--- config.mk ---
export PLATFORM = sky130hd
export DESIGN_NAME = contour_circularity_max_top
export DESIGN_NICKNAME = d
export VERILOG_FILES = /design/src/hw/rtl/ccm_pkg.sv /design/src/hw/rtl/ccm_front.sv /design/src/hw/rtl/ccm_queue.sv /design/src/hw/rtl/ccm_back.sv /design/src/hw/rtl/contour_circularity_max_top.sv
export SDC_FILE = /design/constraint.sdc
export NUM_CORES = 2
export LEC_CHECK = 0
export BUFFER_PORTS_ARGS = -buffer_cell sky130_fd_sc_hd__buf_2
export CAP_MARGIN = 20
export CORE_MARGIN = 1
export CORE_UTILIZATION = 60
export CTS_BUF_LIST = sky130_fd_sc_hd__clkbuf_8
export CTS_CLUSTER_DIAMETER = 40
export CTS_CLUSTER_SIZE = 20
export DETAILED_ROUTE_END_ITERATION = 10
export PLACE_DENSITY = 0.79
export SYNTH_ARGS = -nofsm -noshare
export SYNTH_HDL_FRONTEND = slang
export SYNTH_SLANG_ARGS = --single-unit
--- constraint.sdc ---
create_clock -name clk -period 11.65 [get_ports clk]
set_input_delay 0.5825 -clock clk [delete_from_list [all_inputs] [get_ports clk]]
set_output_delay 0.5825 -clock clk [all_outputs]
set_load 0.02 [all_outputs]
--- src/hw/rtl/ccm_pkg.sv ---
`default_nettype none
package ccm_pkg;

    // Geometry and fixed-point sizing
    localparam int COORD_BITS      = 12;
    localparam int PERIM_FRAC_BITS = 8;
    localparam int ACC_W           = 40;
    localparam int MIN_AREA_W      = 24;
    localparam int CIRC_W          = 16;

    localparam logic [MIN_AREA_W-1:0] MIN_AREA_RST = MIN_AREA_W'(20);
    // 2*pi in Q30
    localparam logic [ACC_W-1:0]      TWO_PI_Q30   = ACC_W'(64'd6746518852);

    // Edge length: squared distance and square root sizing
    localparam int XP_W       = 2 * COORD_BITS;
    localparam int DELTA_W    = XP_W + 1;
    localparam int D2_W       = XP_W + 1;
    localparam int SQRT_STEPS = (D2_W + 1) / 2 + PERIM_FRAC_BITS;
    localparam int ROOT_W     = SQRT_STEPS;
    localparam int RAD_W      = 2 * SQRT_STEPS;
    localparam int REM_W      = SQRT_STEPS + 2;

    // Circularity: split multiplier and restoring divider
    localparam int HALF_W  = ACC_W / 2;
    localparam int PROD_W  = 2 * ACC_W;
    localparam int DSH_W   = PROD_W + CIRC_W;
    localparam int CNT_MAX = (SQRT_STEPS > CIRC_W + 1) ? SQRT_STEPS : CIRC_W + 1;
    localparam int CNT_W   = $clog2(CNT_MAX);
    localparam int BIT_W   = $clog2(CIRC_W);

    // Queue between front and back
    localparam int Q_DEPTH = 2;
    localparam int QPTR_W  = (Q_DEPTH > 1) ? $clog2(Q_DEPTH) : 1;
    localparam int QCNT_W  = $clog2(Q_DEPTH + 1);

    typedef struct packed {
        logic [COORD_BITS-1:0] point_x;
        logic [COORD_BITS-1:0] point_y;
        logic                  end_of_contour;
        logic                  end_of_list;
    } in_word_t;

    typedef struct packed {
        logic [CIRC_W-1:0] best_circularity;
        logic              any_found;
    } out_word_t;

    // One classified point for the back end
    typedef struct packed {
        logic [COORD_BITS-1:0] cur_x;
        logic [COORD_BITS-1:0] cur_y;
        logic [COORD_BITS-1:0] prev_x;
        logic [COORD_BITS-1:0] prev_y;
        logic [COORD_BITS-1:0] first_x;
        logic [COORD_BITS-1:0] first_y;
        logic                  has_edge;
        logic                  has_close;
        logic                  is_end;
        logic                  is_eol;
    } q_entry_t;

    typedef struct packed {
        logic full;
        logic empty;
    } q_status_t;

endpackage
`default_nettype wire

--- src/hw/rtl/ccm_front.sv ---
`default_nettype none
module ccm_front (
    input  wire                logic clk,
    input  wire                logic rst_n,
    input  wire                logic push,
    input  ccm_pkg::in_word_t  in_data,
    input  ccm_pkg::q_status_t q_status,
    output logic               q_wr,
    output ccm_pkg::q_entry_t  q_wdata
);
    import ccm_pkg::*;

    logic [COORD_BITS-1:0] first_x_reg, first_x_next;
    logic [COORD_BITS-1:0] first_y_reg, first_y_next;
    logic [COORD_BITS-1:0] prev_x_reg, prev_x_next;
    logic [COORD_BITS-1:0] prev_y_reg, prev_y_next;
    logic [1:0]            seen_reg, seen_next;
    logic                  end_c;

    assign q_wr  = push && !q_status.full;
    assign end_c = in_data.end_of_contour || in_data.end_of_list;

    // Classify the point: open edge, closing edge, contour and list ends
    always_comb
    begin
        q_wdata.cur_x     = in_data.point_x;
        q_wdata.cur_y     = in_data.point_y;
        q_wdata.prev_x    = prev_x_reg;
        q_wdata.prev_y    = prev_y_reg;
        q_wdata.first_x   = (seen_reg == 2'd0) ? in_data.point_x : first_x_reg;
        q_wdata.first_y   = (seen_reg == 2'd0) ? in_data.point_y : first_y_reg;
        q_wdata.has_edge  = (seen_reg != 2'd0);
        q_wdata.has_close = end_c && (seen_reg >= 2'd2);
        q_wdata.is_end    = end_c;
        q_wdata.is_eol    = in_data.end_of_list;
    end

    // Contour tracking state
    always_comb
    begin
        first_x_next = first_x_reg;
        first_y_next = first_y_reg;
        prev_x_next  = prev_x_reg;
        prev_y_next  = prev_y_reg;
        seen_next    = seen_reg;
        if (q_wr)
        begin
            if (end_c)
            begin
                first_x_next = '0;
                first_y_next = '0;
                prev_x_next  = '0;
                prev_y_next  = '0;
                seen_next    = 2'd0;
            end
            else
            begin
                first_x_next = q_wdata.first_x;
                first_y_next = q_wdata.first_y;
                prev_x_next  = in_data.point_x;
                prev_y_next  = in_data.point_y;
                seen_next    = (seen_reg == 2'd3) ? 2'd3 : seen_reg + 2'd1;
            end
        end
    end

    always_ff @(posedge clk or negedge rst_n)
    begin
        if (!rst_n)
        begin
            first_x_reg <= '0;
            first_y_reg <= '0;
            prev_x_reg  <= '0;
            prev_y_reg  <= '0;
            seen_reg    <= 2'd0;
        end
        else
        begin
            first_x_reg <= first_x_next;
            first_y_reg <= first_y_next;
            prev_x_reg  <= prev_x_next;
            prev_y_reg  <= prev_y_next;
            seen_reg    <= seen_next;
        end
    end

endmodule
`default_nettype wire

--- src/hw/rtl/ccm_queue.sv ---
`default_nettype none
module ccm_queue (
    input  wire                logic clk,
    input  wire                logic rst_n,
    input  wire                logic wr,
    input  ccm_pkg::q_entry_t  wdata,
    input  wire                logic rd,
    output ccm_pkg::q_entry_t  rdata,
    output ccm_pkg::q_status_t status
);
    import ccm_pkg::*;

    q_entry_t          mem_reg [Q_DEPTH];
    logic [QPTR_W-1:0] wr_ptr_reg, wr_ptr_next;
    logic [QPTR_W-1:0] rd_ptr_reg, rd_ptr_next;
    logic [QCNT_W-1:0] cnt_reg, cnt_next;

    assign status.full  = (cnt_reg == QCNT_W'(Q_DEPTH));
    assign status.empty = (cnt_reg == '0);
    assign rdata        = mem_reg[rd_ptr_reg];

    // Pointer and fill count update
    always_comb
    begin
        wr_ptr_next = wr_ptr_reg;
        rd_ptr_next = rd_ptr_reg;
        cnt_next    = cnt_reg;
        if (wr)
        begin
            wr_ptr_next = (wr_ptr_reg == QPTR_W'(Q_DEPTH - 1)) ? '0 : wr_ptr_reg + 1'b1;
        end
        if (rd)
        begin
            rd_ptr_next = (rd_ptr_reg == QPTR_W'(Q_DEPTH - 1)) ? '0 : rd_ptr_reg + 1'b1;
        end
        if (wr && !rd)
        begin
            cnt_next = cnt_reg + 1'b1;
        end
        else if (rd && !wr)
        begin
            cnt_next = cnt_reg - 1'b1;
        end
    end

    always_ff @(posedge clk)
    begin
        if (wr)
        begin
            mem_reg[wr_ptr_reg] <= wdata;
        end
    end

    always_ff @(posedge clk or negedge rst_n)
    begin
        if (!rst_n)
        begin
            wr_ptr_reg <= '0;
            rd_ptr_reg <= '0;
            cnt_reg    <= '0;
        end
        else
        begin
            wr_ptr_reg <= wr_ptr_next;
            rd_ptr_reg <= rd_ptr_next;
            cnt_reg    <= cnt_next;
        end
    end

endmodule
`default_nettype wire

--- src/hw/rtl/ccm_back.sv ---
`default_nettype none
module ccm_back (
    input  wire                logic clk,
    input  wire                logic rst_n,
    input  wire                logic cfg_wr_en,
    input  wire                logic [ccm_pkg::MIN_AREA_W-1:0] cfg_wr_data,
    input  ccm_pkg::q_status_t q_status,
    input  ccm_pkg::q_entry_t  q_rdata,
    output logic               q_rd,
    input  wire                logic pop,
    output logic               empty,
    output ccm_pkg::out_word_t out_data
);
    import ccm_pkg::*;

    typedef enum logic [8:0] {
        S_IDLE = 9'b000000001,
        S_NEXT = 9'b000000010,
        S_PREP = 9'b000000100,
        S_SQRT = 9'b000001000,
        S_ACC  = 9'b000010000,
        S_CHK  = 9'b000100000,
        S_MUL  = 9'b001000000,
        S_DIV  = 9'b010000000,
        S_UPD  = 9'b100000000
    } state_t;

    state_t                state_reg, state_next;
    q_entry_t              ent_reg, ent_next;
    logic                  pend_edge_reg, pend_edge_next;
    logic                  pend_close_reg, pend_close_next;
    logic                  pend_end_reg, pend_end_next;
    logic                  pend_eol_reg, pend_eol_next;
    logic                  eval_reg, eval_next;
    logic [COORD_BITS-1:0] ax_reg, ax_next, ay_reg, ay_next;
    logic [COORD_BITS-1:0] bx_reg, bx_next, by_reg, by_next;
    logic [DELTA_W-1:0]    delta_reg, delta_next;
    logic [RAD_W-1:0]      rad_reg, rad_next;
    logic [REM_W-1:0]      rem_reg, rem_next;
    logic [ROOT_W-1:0]     root_reg, root_next;
    logic [CNT_W-1:0]      cnt_reg, cnt_next;
    logic [ACC_W-1:0]      twice_reg, twice_next;
    logic [ACC_W-1:0]      perim_reg, perim_next;
    logic [ACC_W-1:0]      mul_a_reg, mul_a_next, mul_b_reg, mul_b_next;
    logic [PROD_W-1:0]     prod_reg, prod_next;
    logic                  second_reg, second_next;
    logic [PROD_W-1:0]     num_reg, num_next;
    logic [DSH_W-1:0]      dsh_reg, dsh_next;
    logic [CIRC_W-1:0]     circ_reg, circ_next;
    logic [CIRC_W-1:0]     best_reg, best_next;
    logic                  have_reg, have_next;
    logic                  out_valid_reg, out_valid_next;
    out_word_t             out_reg, out_next;
    logic [MIN_AREA_W-1:0] min_area_reg;

    // Datapath helpers
    logic [XP_W-1:0]        p_c, q_c;
    logic [COORD_BITS-1:0]  dx_c, dy_c;
    logic [D2_W-1:0]        d2_c;
    logic [REM_W-1:0]       rem_sh_c, trial_c;
    logic [ACC_W-1:0]       abs_twice_c;
    logic [ACC_W:0]         perim_sum_c;
    logic [HALF_W-1:0]      ma_c, mb_c;
    logic [2*HALF_W-1:0]    pp_c;
    logic [PROD_W-1:0]      pp_sh_c, prod_acc_c;
    logic                   div_ge_c;
    logic                   emit_c;

    assign empty    = !out_valid_reg;
    assign out_data = out_reg;

    // Edge products, squared distance, one square-root step
    always_comb
    begin
        p_c      = XP_W'(ax_reg) * XP_W'(by_reg);
        q_c      = XP_W'(bx_reg) * XP_W'(ay_reg);
        dx_c     = (ax_reg > bx_reg) ? ax_reg - bx_reg : bx_reg - ax_reg;
        dy_c     = (ay_reg > by_reg) ? ay_reg - by_reg : by_reg - ay_reg;
        d2_c     = D2_W'(XP_W'(dx_c) * XP_W'(dx_c)) + D2_W'(XP_W'(dy_c) * XP_W'(dy_c));
        rem_sh_c = {rem_reg[REM_W-3:0], rad_reg[RAD_W-1 -: 2]};
        trial_c  = {root_reg, 2'b01};
    end

    // Accumulator helpers, split multiplier, divider compare
    always_comb
    begin
        abs_twice_c = twice_reg[ACC_W-1] ? (~twice_reg + 1'b1) : twice_reg;
        perim_sum_c = {1'b0, perim_reg} + (ACC_W + 1)'(root_reg);
        ma_c        = cnt_reg[1] ? mul_a_reg[ACC_W-1:HALF_W] : mul_a_reg[HALF_W-1:0];
        mb_c        = cnt_reg[0] ? mul_b_reg[ACC_W-1:HALF_W] : mul_b_reg[HALF_W-1:0];
        pp_c        = ma_c * mb_c;
        unique case ({cnt_reg[1], cnt_reg[0]})
            2'b00:   pp_sh_c = PROD_W'(pp_c);
            2'b11:   pp_sh_c = PROD_W'(pp_c) << ACC_W;
            default: pp_sh_c = PROD_W'(pp_c) << HALF_W;
        endcase
        prod_acc_c  = prod_reg + pp_sh_c;
        div_ge_c    = {{CIRC_W{1'b0}}, num_reg} >= dsh_reg;
        emit_c      = (state_reg == S_NEXT) && !pend_edge_reg && !pend_close_reg
                      && !pend_end_reg && pend_eol_reg && (!out_valid_reg || pop);
    end

    // Sequencer
    always_comb
    begin
        state_next      = state_reg;
        ent_next        = ent_reg;
        pend_edge_next  = pend_edge_reg;
        pend_close_next = pend_close_reg;
        pend_end_next   = pend_end_reg;
        pend_eol_next   = pend_eol_reg;
        eval_next       = eval_reg;
        ax_next         = ax_reg;
        ay_next         = ay_reg;
        bx_next         = bx_reg;
        by_next         = by_reg;
        delta_next      = delta_reg;
        rad_next        = rad_reg;
        rem_next        = rem_reg;
        root_next       = root_reg;
        cnt_next        = cnt_reg;
        twice_next      = twice_reg;
        perim_next      = perim_reg;
        mul_a_next      = mul_a_reg;
        mul_b_next      = mul_b_reg;
        prod_next       = prod_reg;
        second_next     = second_reg;
        num_next        = num_reg;
        dsh_next        = dsh_reg;
        circ_next       = circ_reg;
        best_next       = best_reg;
        have_next       = have_reg;
        out_next        = out_reg;
        out_valid_next  = out_valid_reg && !pop;
        q_rd            = 1'b0;

        unique case (state_reg)
            S_IDLE:
            begin
                if (!q_status.empty)
                begin
                    q_rd            = 1'b1;
                    ent_next        = q_rdata;
                    pend_edge_next  = q_rdata.has_edge;
                    pend_close_next = q_rdata.has_close;
                    pend_end_next   = q_rdata.is_end;
                    pend_eol_next   = q_rdata.is_eol;
                    state_next      = S_NEXT;
                end
            end
            S_NEXT:
            begin
                if (pend_edge_reg)
                begin
                    ax_next        = ent_reg.prev_x;
                    ay_next        = ent_reg.prev_y;
                    bx_next        = ent_reg.cur_x;
                    by_next        = ent_reg.cur_y;
                    pend_edge_next = 1'b0;
                    state_next     = S_PREP;
                end
                else if (pend_close_reg)
                begin
                    ax_next         = ent_reg.cur_x;
                    ay_next         = ent_reg.cur_y;
                    bx_next         = ent_reg.first_x;
                    by_next         = ent_reg.first_y;
                    pend_close_next = 1'b0;
                    eval_next       = 1'b1;
                    state_next      = S_PREP;
                end
                else if (pend_end_reg)
                begin
                    if (eval_reg)
                    begin
                        state_next = S_CHK;
                    end
                    else
                    begin
                        twice_next    = '0;
                        perim_next    = '0;
                        pend_end_next = 1'b0;
                    end
                end
                else if (pend_eol_reg)
                begin
                    if (emit_c)
                    begin
                        out_next.best_circularity = have_reg ? best_reg : '0;
                        out_next.any_found        = have_reg;
                        out_valid_next            = 1'b1;
                        best_next                 = '0;
                        have_next                 = 1'b0;
                        pend_eol_next             = 1'b0;
                    end
                end
                else
                begin
                    state_next = S_IDLE;
                end
            end
            S_PREP:
            begin
                delta_next = {1'b0, p_c} - {1'b0, q_c};
                rad_next   = RAD_W'(d2_c) << (2 * PERIM_FRAC_BITS);
                rem_next   = '0;
                root_next  = '0;
                cnt_next   = CNT_W'(SQRT_STEPS - 1);
                state_next = S_SQRT;
            end
            S_SQRT:
            begin
                rad_next = rad_reg << 2;
                if (rem_sh_c >= trial_c)
                begin
                    rem_next  = rem_sh_c - trial_c;
                    root_next = {root_reg[ROOT_W-2:0], 1'b1};
                end
                else
                begin
                    rem_next  = rem_sh_c;
                    root_next = {root_reg[ROOT_W-2:0], 1'b0};
                end
                if (cnt_reg == '0)
                begin
                    state_next = S_ACC;
                end
                else
                begin
                    cnt_next = cnt_reg - 1'b1;
                end
            end
            S_ACC:
            begin
                twice_next = twice_reg + {{(ACC_W - DELTA_W){delta_reg[DELTA_W-1]}}, delta_reg};
                perim_next = perim_sum_c[ACC_W] ? '1 : perim_sum_c[ACC_W-1:0];
                state_next = S_NEXT;
            end
            S_CHK:
            begin
                if ((abs_twice_c >= ACC_W'({min_area_reg, 1'b0})) && (perim_reg != '0))
                begin
                    mul_a_next  = abs_twice_c;
                    mul_b_next  = TWO_PI_Q30;
                    prod_next   = '0;
                    cnt_next    = '0;
                    second_next = 1'b0;
                    state_next  = S_MUL;
                end
                else
                begin
                    eval_next  = 1'b0;
                    state_next = S_NEXT;
                end
            end
            S_MUL:
            begin
                prod_next = prod_acc_c;
                cnt_next  = cnt_reg + 1'b1;
                if (cnt_reg[1:0] == 2'b11)
                begin
                    cnt_next = '0;
                    if (!second_reg)
                    begin
                        num_next    = prod_acc_c;
                        mul_a_next  = perim_reg;
                        mul_b_next  = perim_reg;
                        prod_next   = '0;
                        second_next = 1'b1;
                    end
                    else
                    begin
                        dsh_next   = {prod_acc_c, {CIRC_W{1'b0}}};
                        cnt_next   = CNT_W'(CIRC_W);
                        circ_next  = '0;
                        state_next = S_DIV;
                    end
                end
            end
            S_DIV:
            begin
                dsh_next = dsh_reg >> 1;
                cnt_next = cnt_reg - 1'b1;
                if (cnt_reg == CNT_W'(CIRC_W))
                begin
                    // quotient would not fit: saturate
                    if (div_ge_c)
                    begin
                        circ_next  = '1;
                        state_next = S_UPD;
                    end
                end
                else
                begin
                    if (div_ge_c)
                    begin
                        num_next  = num_reg - dsh_reg[PROD_W-1:0];
                        circ_next = circ_reg | (CIRC_W'(1) << cnt_reg[BIT_W-1:0]);
                    end
                    if (cnt_reg == '0)
                    begin
                        state_next = S_UPD;
                    end
                end
            end
            S_UPD:
            begin
                if (!have_reg || (circ_reg > best_reg))
                begin
                    best_next = circ_reg;
                    have_next = 1'b1;
                end
                eval_next  = 1'b0;
                state_next = S_NEXT;
            end
            default:
            begin
                state_next = S_IDLE;
            end
        endcase
    end

    // Payload registers
    always_ff @(posedge clk)
    begin
        ent_reg    <= ent_next;
        ax_reg     <= ax_next;
        ay_reg     <= ay_next;
        bx_reg     <= bx_next;
        by_reg     <= by_next;
        delta_reg  <= delta_next;
        rad_reg    <= rad_next;
        rem_reg    <= rem_next;
        root_reg   <= root_next;
        mul_a_reg  <= mul_a_next;
        mul_b_reg  <= mul_b_next;
        prod_reg   <= prod_next;
        num_reg    <= num_next;
        dsh_reg    <= dsh_next;
        circ_reg   <= circ_next;
        out_reg    <= out_next;
    end

    // Control and architectural state
    always_ff @(posedge clk or negedge rst_n)
    begin
        if (!rst_n)
        begin
            state_reg      <= S_IDLE;
            pend_edge_reg  <= 1'b0;
            pend_close_reg <= 1'b0;
            pend_end_reg   <= 1'b0;
            pend_eol_reg   <= 1'b0;
            eval_reg       <= 1'b0;
            cnt_reg        <= '0;
            second_reg     <= 1'b0;
            twice_reg      <= '0;
            perim_reg      <= '0;
            best_reg       <= '0;
            have_reg       <= 1'b0;
            out_valid_reg  <= 1'b0;
            min_area_reg   <= MIN_AREA_RST;
        end
        else
        begin
            state_reg      <= state_next;
            pend_edge_reg  <= pend_edge_next;
            pend_close_reg <= pend_close_next;
            pend_end_reg   <= pend_end_next;
            pend_eol_reg   <= pend_eol_next;
            eval_reg       <= eval_next;
            cnt_reg        <= cnt_next;
            second_reg     <= second_next;
            twice_reg      <= twice_next;
            perim_reg      <= perim_next;
            best_reg       <= best_next;
            have_reg       <= have_next;
            out_valid_reg  <= out_valid_next;
            if (cfg_wr_en)
            begin
                min_area_reg <= cfg_wr_data;
            end
        end
    end

endmodule
`default_nettype wire

--- src/hw/rtl/contour_circularity_max_top.sv ---
`default_nettype none
// Best circularity over a list of contours. Points enter one word at a time;
// the front end tags each with its edges and contour/list ends and places it in a
// two-word queue, so push is refused only while that queue is full. The back end
// handles one queued word at a time on a shared edge unit: each edge runs through
// the 21-step bit-serial square root of the edge length. A contour end that
// qualifies adds the split 40x40 multiplier and the 17-step restoring divider.
// One result word is written per end of list into an output register that pop
// drains; min_area may be written only while the block is idle.
module contour_circularity_max_top (
    input  wire                logic clk,
    input  wire                logic rst_n,
    input  wire                logic push,
    output logic               full,
    input  ccm_pkg::in_word_t  in_data,
    output logic               empty,
    input  wire                logic pop,
    output ccm_pkg::out_word_t out_data,
    input  wire                logic cfg_wr_en,
    input  wire                logic [ccm_pkg::MIN_AREA_W-1:0] cfg_wr_data
);
    import ccm_pkg::*;

    q_status_t q_status;
    q_entry_t  q_wdata;
    q_entry_t  q_rdata;
    logic      q_wr;
    logic      q_rd;

    assign full = q_status.full;

    ccm_front u_front (
        .clk      (clk),
        .rst_n    (rst_n),
        .push     (push),
        .in_data  (in_data),
        .q_status (q_status),
        .q_wr     (q_wr),
        .q_wdata  (q_wdata)
    );

    ccm_queue u_queue (
        .clk    (clk),
        .rst_n  (rst_n),
        .wr     (q_wr),
        .wdata  (q_wdata),
        .rd     (q_rd),
        .rdata  (q_rdata),
        .status (q_status)
    );

    ccm_back u_back (
        .clk         (clk),
        .rst_n       (rst_n),
        .cfg_wr_en   (cfg_wr_en),
        .cfg_wr_data (cfg_wr_data),
        .q_status    (q_status),
        .q_rdata     (q_rdata),
        .q_rd        (q_rd),
        .pop         (pop),
        .empty       (empty),
        .out_data    (out_data)
    );

    // Queue cannot be both full and empty
    a_q_status: assert property (@(posedge clk) disable iff (!rst_n)
        !(q_status.full && q_status.empty))
        else $error("queue status inconsistent");

    // A word pushed into an empty queue is still there next cycle
    a_q_fill: assert property (@(posedge clk) disable iff (!rst_n)
        (push && !full && q_status.empty) |=> !q_status.empty)
        else $error("pushed word lost");

    // No qualifying contour means a zero circularity
    a_no_target: assert property (@(posedge clk) disable iff (!rst_n)
        (!empty && !out_data.any_found) |-> (out_data.best_circularity == '0))
        else $error("nonzero circularity without a target");

    // Back end never reads an empty queue
    a_q_rd: assert property (@(posedge clk) disable iff (!rst_n)
        q_rd |-> !q_status.empty)
        else $error("read from empty queue");

endmodule
`default_nettype wire

* Word level (Yosys, flattened, before mapping) *
Memories as Yosys holds them, arrays and structs flattened.
Cells that the tools add are included.

cells by class
  shift operators = 1
  magnitude comparators = 7
  $mul = 5
  equality and inequality tests = 36
  $add $sub $neg = 19
  bitwise logic cells = 6
  mux-type cells = 130
  reduce and logical (&&, ||, !) cells = 58

operators by type and width
  kind                   count
  $mux 80                7
  $pmux 80 s2            3
  $mux 40                10
  $pmux 40 s2            4
  $mux 12                16
  $mux 96                2
  $pmux 96 s2            1
  $mux 16                11
  $mux 9                 12
  $ge 80x96->1           1
  $mul 12x12->24         4
  $pmux 21 s2            2
  $pmux 42 s2            1
  $add 80x80->80         1
  $sub 80x80->80         1
  $pmux 9 s8             1
  $pmux 16 s2            2
  $sub 12x12->12         4
  $add 40x21->41         1
  $add 40x1->40 const B  1
  $add 40x40->40         1
  $ge 40x25->1           1
  $mul 20x20->40         1
  $mux 20                2
  other kinds (58)       172

word-level totals
  memories kept = 1
  bits in writable memories = 152
  bits of input ports = 55
  register bits after elaboration = 794
  output and inout port bits = 19
  word-level logic and storage cells = 307

memories
  name             depth  bits a word  rd ports  clocked after Yosys merged registers in  write ports  RTL line         source
  u_queue.mem_reg  2      76           1         0                                        1            ccm_queue.sv:13  q_entry_t mem_reg [Q_DEPTH];

* Longest topological paths before layout *
  depth after elaboration = 12
  depth in mapped cells = 46
  depth with buffers taken out = 42

* Cells and area by module *
Synthesis repeated with hierarchy kept, for this count alone.

second synthesis, totals
  cell total of the unflattened synthesis = 8,405
  area total of the unflattened synthesis = 83,934.2 um2

modules (own cells, without submodules)
  module     sequential area each (um2)  area each (um2)  cells an instance  instances
  ccm_back   21,033.9                    75,821.5         7,978              1
  ccm_queue  4,664.5                     5,806.8          253                1
  ccm_front  1,251.2                     2,306.0          174                1

* Worst setup path before layout *
OpenSTA, ideal clock, no wires.

  path kind = flip-flop to flip-flop
  from = register u_back.twice_reg[3]
  to = register u_back.mul_a_reg[0], enable pin
  setup slack = -0.055 ns
  path buffers = 0
  period minus slack after synthesis = 11.705 ns
  stages on the path, launching flop included = 14
  required time = 11.203 ns
  library setup time = 0.447 ns
  arrival time = 11.258 ns
  path through = dfrtp_1 -> or3_1 -> or3b_2 -> o21ai_0 -> nand2_1 -> xor2_1 -> ha_1 -> and3_1 -> nand3_1 -> or4_1 -> a21oi_1 -> o22ai_2 -> o21ai_0 -> and2_1

on the way
  longest elaborated chain between the ends = 7

ends and longest elaborated chain
  what                            RTL line         source
  from (decl)                     ccm_back.sv:42   logic [ACC_W-1:0] twice_reg, twice_next;
  from (signal assigned)          ccm_back.sv:374  twice_reg <= twice_next;
  $not 40->40                     ccm_back.sv:87   abs_twice_c = twice_reg[ACC_W-1] ? (~twice_reg + 1'b1) : twice_reg;
  $add 40x1->40                   ccm_back.sv:87
  $mux 40 (*)                     ccm_back.sv:87
  $ge 40x25->1 (*)                ccm_back.sv:241  if ((abs_twice_c >= ACC_W'({min_area_reg, 1'b0})) && (perim_reg != '0))
  $logic_and 1x1->1 (*)           ccm_back.sv:241
  $ne 2x1->1 (no line) (*)        --
  $reduce_and 4->1 (no line) (*)  --
  to (signal assigned)            ccm_back.sv:335  mul_a_reg <= mul_a_next;
  to (decl)                       ccm_back.sv:44   logic [ACC_W-1:0] mul_a_reg, mul_a_next, mul_b_reg, mul_b_next;

Mark *: on every way between the ends. The rest lies on a longest branch, timed or not.
A chain may end at the register's enable or synchronous reset.

* Worst setup path after layout *
  from = register u_back.cnt_reg[1]
  to = register u_back.num_reg[79] (data pin)

on the way
  longest elaborated chain between the ends = 7
  elaborated cells on any way between the ends = 9
  classes of those cells = 1 x add/sub; 1 x mul; 1 x eq/ne; 5 x mux; 1 x reduce/logical

ends and longest elaborated chain
  what                     RTL line         source
  from (decl)              ccm_back.sv:41   logic [CNT_W-1:0] cnt_reg, cnt_next;
  from (signal assigned)   ccm_back.sv:372  cnt_reg <= cnt_next;
  $mux 20                  ccm_back.sv:89   ma_c = cnt_reg[1] ? mul_a_reg[ACC_W-1:HALF_W] : mul_a_reg[HALF_W-1:0];
  $mul 20x20->40           ccm_back.sv:91   pp_c = ma_c * mb_c;
  $pmux 80 s2 (*)          ccm_back.sv:92   unique case ({cnt_reg[1], cnt_reg[0]})
  $add 80x80->80 (*)       ccm_back.sv:97   prod_acc_c = prod_reg + pp_sh_c;
  $mux 80 (*)              ccm_back.sv:263  if (!second_reg)
  $mux 80 (*)              ccm_back.sv:260  if (cnt_reg[1:0] == 2'b11)
  $pmux 80 s2 (*)          ccm_back.sv:137  unique case (state_reg)
  net u_back.num_next[79]  ccm_back.sv:47   logic [PROD_W-1:0] num_reg, num_next;
  to (signal assigned)     ccm_back.sv:338  num_reg <= num_next;
  to (decl)                ccm_back.sv:47

Mark *: on every way through the listed nets, which the timed path passes. The rest lies on a longest branch. The select of a mux whose other input is x is not followed.

==> key figures <==
Clock network
  • Reg clk slew, reported paths: 0.09 ns
  • Root Driver: clkbuf_8
  • Clock buffer depth: 3
  • H-tree levels: 4
  • Worst-Skew Late Latency: 0.93 ns
  • # clock sinks: 930
  • CTS Buf Count: 143
  • TritonCTS clock tree: yes

Critical path
  • Worst R2R Path Depth: 40
  • Crit path max-delay family: adder cells
  • Startpoint types: flop
  • Largest fanout on the critical path: 15
  • CP peak stage delay: 0.61 ns
  • RR Startpoint: u_back.cnt_reg[1]
  • Setup Crit Path Kind: flop to flop
  • Most frequent CP cell: fa_1
  • CP endpoint kind: flop
  • RR Endpoint: u_back.num_reg[79]
  • Buf/Inv on CP: 6
  • CP max stage cell: fa_1
  • Worst EP arrival: 11.98 ns
  • Req. time, crit path: 12.43 ns
  • R2r setup slk: 0.45 ns

Cells and area
  • Multi-input logic area: 0.05190 sq mm
  • Synth-to-Final Area Change: 8.027%
  • Commonest non-fill, non-tap cell in the layout: inv_1
  • Max FFs per register: 152
  • Commonest cells after routing, fill and taps aside: 1141 x inv_1, 890 x nand2_1, 840 x nor2_1
  • Design Area, Final: 0.09086 sq mm
  • Share of post-route cells with drive strength above 1: 9.163%
  • Fill cells: 11.07k
  • Final net count: 10.23k
  • Register area: 0.02696 sq mm

Timing
  • RSZ-0062 raised after global routing: no
  • Clk_skew: 0.07658 ns
  • Fin crit share: 96.16%
  • # setup viols final: 0
  • Worst Tran Pin Value: 1.152 ns
  • Fin Setup TNS: 0 ns
  • Final min period: 11.20 ns
  • Final hold slack: 0.2120 ns
  • Max Clk Rate: 89.27 MHz
  • Final worst slack: 0.4477 ns
  • Rel. slew slack: 22.50%
  • Pins Over Slew Limit: 0
  • Final hold violations: 0

Synth
  • Yosys Warn Count: 0
  • Post-Syn Area: 0.08411 sq mm
  • Post-synth EDFFs: 734
  • Cells after Synth: 8604
  • Synth Area in Compound Gates: 11.61%
  • Synth Area in XOR/XNOR: 3.692%
  • Synth cell types: 98
  • Mean Syn Cell Area: 9.776 sq um
  • Post-synthesis sequential area ratio: 32.04%
  • Adder-cell share of the synthesized area: 28.74%
  • Synth Register Bits: 930
  • Mapped Nets: 10.13k
  • Post-synthesis simple-gate area fraction: 13.75%
  • Post-synth top flop: edfxtp_1
  • Proportion of synthesized area in mux cells: 3.597%
  • Async S/R FF share, synth: 21.08%
  • Main combinational cell family by area after synthesis: adder cells

Hold path
  • Hold Crit Start: cfg_wr_en
  • Hold EP: u_back.min_area_reg[2]
  • WHS Path Cells: 3
  • Hold crit path type: input port to flop

Placement
  • GPL Wtd Cong: 1.006
  • DP HPWL: 180500 um
  • IO buf count: 73
  • Placed inst area: 0.08689 sq mm
  • Pre-CTS setup slack: 0.1063 ns

GRT
  • Largest net degree at the start of global routing: 101
  • GRT overflow: 0
  • Initial antenna violation count: 2
  • Vias in the first global route: 66.12k
  • All-Layer GR Usage: 33.55%
  • Global-route wire length before repair: 366500 um

Detailed routing
  • DR WL/cell: 21.99 um
  • Vias: 64.23k
  • Drt total wl: 235200 um
  • Post-DRT Antenna Nets: 0
  • Initial drt markers: 6159
  • Via density: 6.005
  • First-pass DRT Iterations: 8
  • Residual DRC: 0

Floorplan
  • Die Y: 376.4 um
  • Core ar.: 0.1394 sq mm
  • Initial Util: 60.36%
  • FP Rows: 137
  • Die ar.: 0.1417 sq mm
  • Die X: 376.4 um
  • IO Count: 74

Run status
  • Run status: complete, no violations

Run
  • Max-cap violations: 0
[synth_stat cells (all sizes together) (26+ instances only)]
cell type,count,area [sq um]
nand2,893,3352
a21oi,427,2141
clkbuf,301,1132
dfrtp,193,4830
nor4,28,217.7
inv,1134,4257
a211oi,35,262.8
xor2,135,1182
and3,48,300.3
nand4,71,456.7
nor2,848,3191
nand2b,89,556.8
xnor2,217,1901
fa,773,15470
a22o,30,262.8
a21o,230,1727
o21ai,403,2028
buf,26,106.4
and2,145,909.6
o21bai,55,412.9
o21a,60,450.4
or2,54,337.8
edfxtp,734,22040
mux2i,93,930.9
o31ai,38,290.3
a31oi,73,456.7
nor3,72,360.4
nand3,171,855.8
mux2,186,2095
ha,695,8696
nor2b,51,319.1
[tightest hold or removal path, cell delays in order]
cell and delay, ns:
buf_2 0.33, nand2_1 0.14, o21ai_0 0.08
[worst max-delay path by stage]
stage	start	to	slack, ns	depth (start not counted)
floorplan	u_back.cnt_reg[1]	u_back.num_reg[79]	0.47	42
global placement	u_back.cnt_reg[1]	u_back.dsh_reg[94]	0.27	41
detailed placement	u_back.cnt_reg[1]	u_back.num_reg[78]	0.11	41
CTS	u_back.cnt_reg[1]	u_back.num_reg[79]	0.11	39
global route	u_back.cnt_reg[0]	u_back.num_reg[79]	0.004	40
finish	u_back.cnt_reg[1]	u_back.num_reg[79]	0.45	40
[cell families (layout without fill, tap and decap cells)]
kind of cell             after synthesis  in the layout
XOR/XNOR                             353            353
other                                  0              3
flip-flops                           930            930
multiplexers                         279            279
buffers and inverters               1470           1684
AND/OR/NAND/NOR                     2558           2558
adder cells (fa/ha/maj)             1468           1468
AO/OA/AOI/OAI                       1546           1546
[layer usage]
metal	vias to the layer above	GRT usage (%)	wire length (um)
li1	29200	-	-
met1	31540	41.79	90650
met2	2790	55.61	112600
met3	702	5.349	17020
met4	0	19.27	14990
met5	-	0	0
[what timing repair did]
| action | CTS | global route |
|---|---|---|
| buffers inserted | 0 | 4 |
| setup endpoints to repair | 0 | 60 |
| hold endpoints to repair | 227 | 0 |
| gates resized for setup | 0 | 27 |
| hold buffers | 51 | 0 |
[through the flow]
step / std cells / utilization (%)
after CTS: 10690 / 65.04
final: 10700 / 65.20
after floorplan: 8604 / -
after global placement: 10380 / 62.35
after detailed placement: 10380 / 62.35
after global routing: 10700 / 65.20
[area by class of cell]
cell class | count | area share [%]
Multi-Input combinational cell | 6204 | 57.12
Sequential cell | 930 | 29.67
Inverter | 1143 | 4.722
Tap cell | 1876 | 2.583
Timing Repair Buffer | 280 | 2.330
Clock buffer | 145 | 2.196
Clock inverter | 116 | 1.372
Antenna cell | 3 | 0.008262
Power is left out: the tool's default activity adds up to more than one toggle a clock period on the data nets, which glitch-free logic cannot reach.
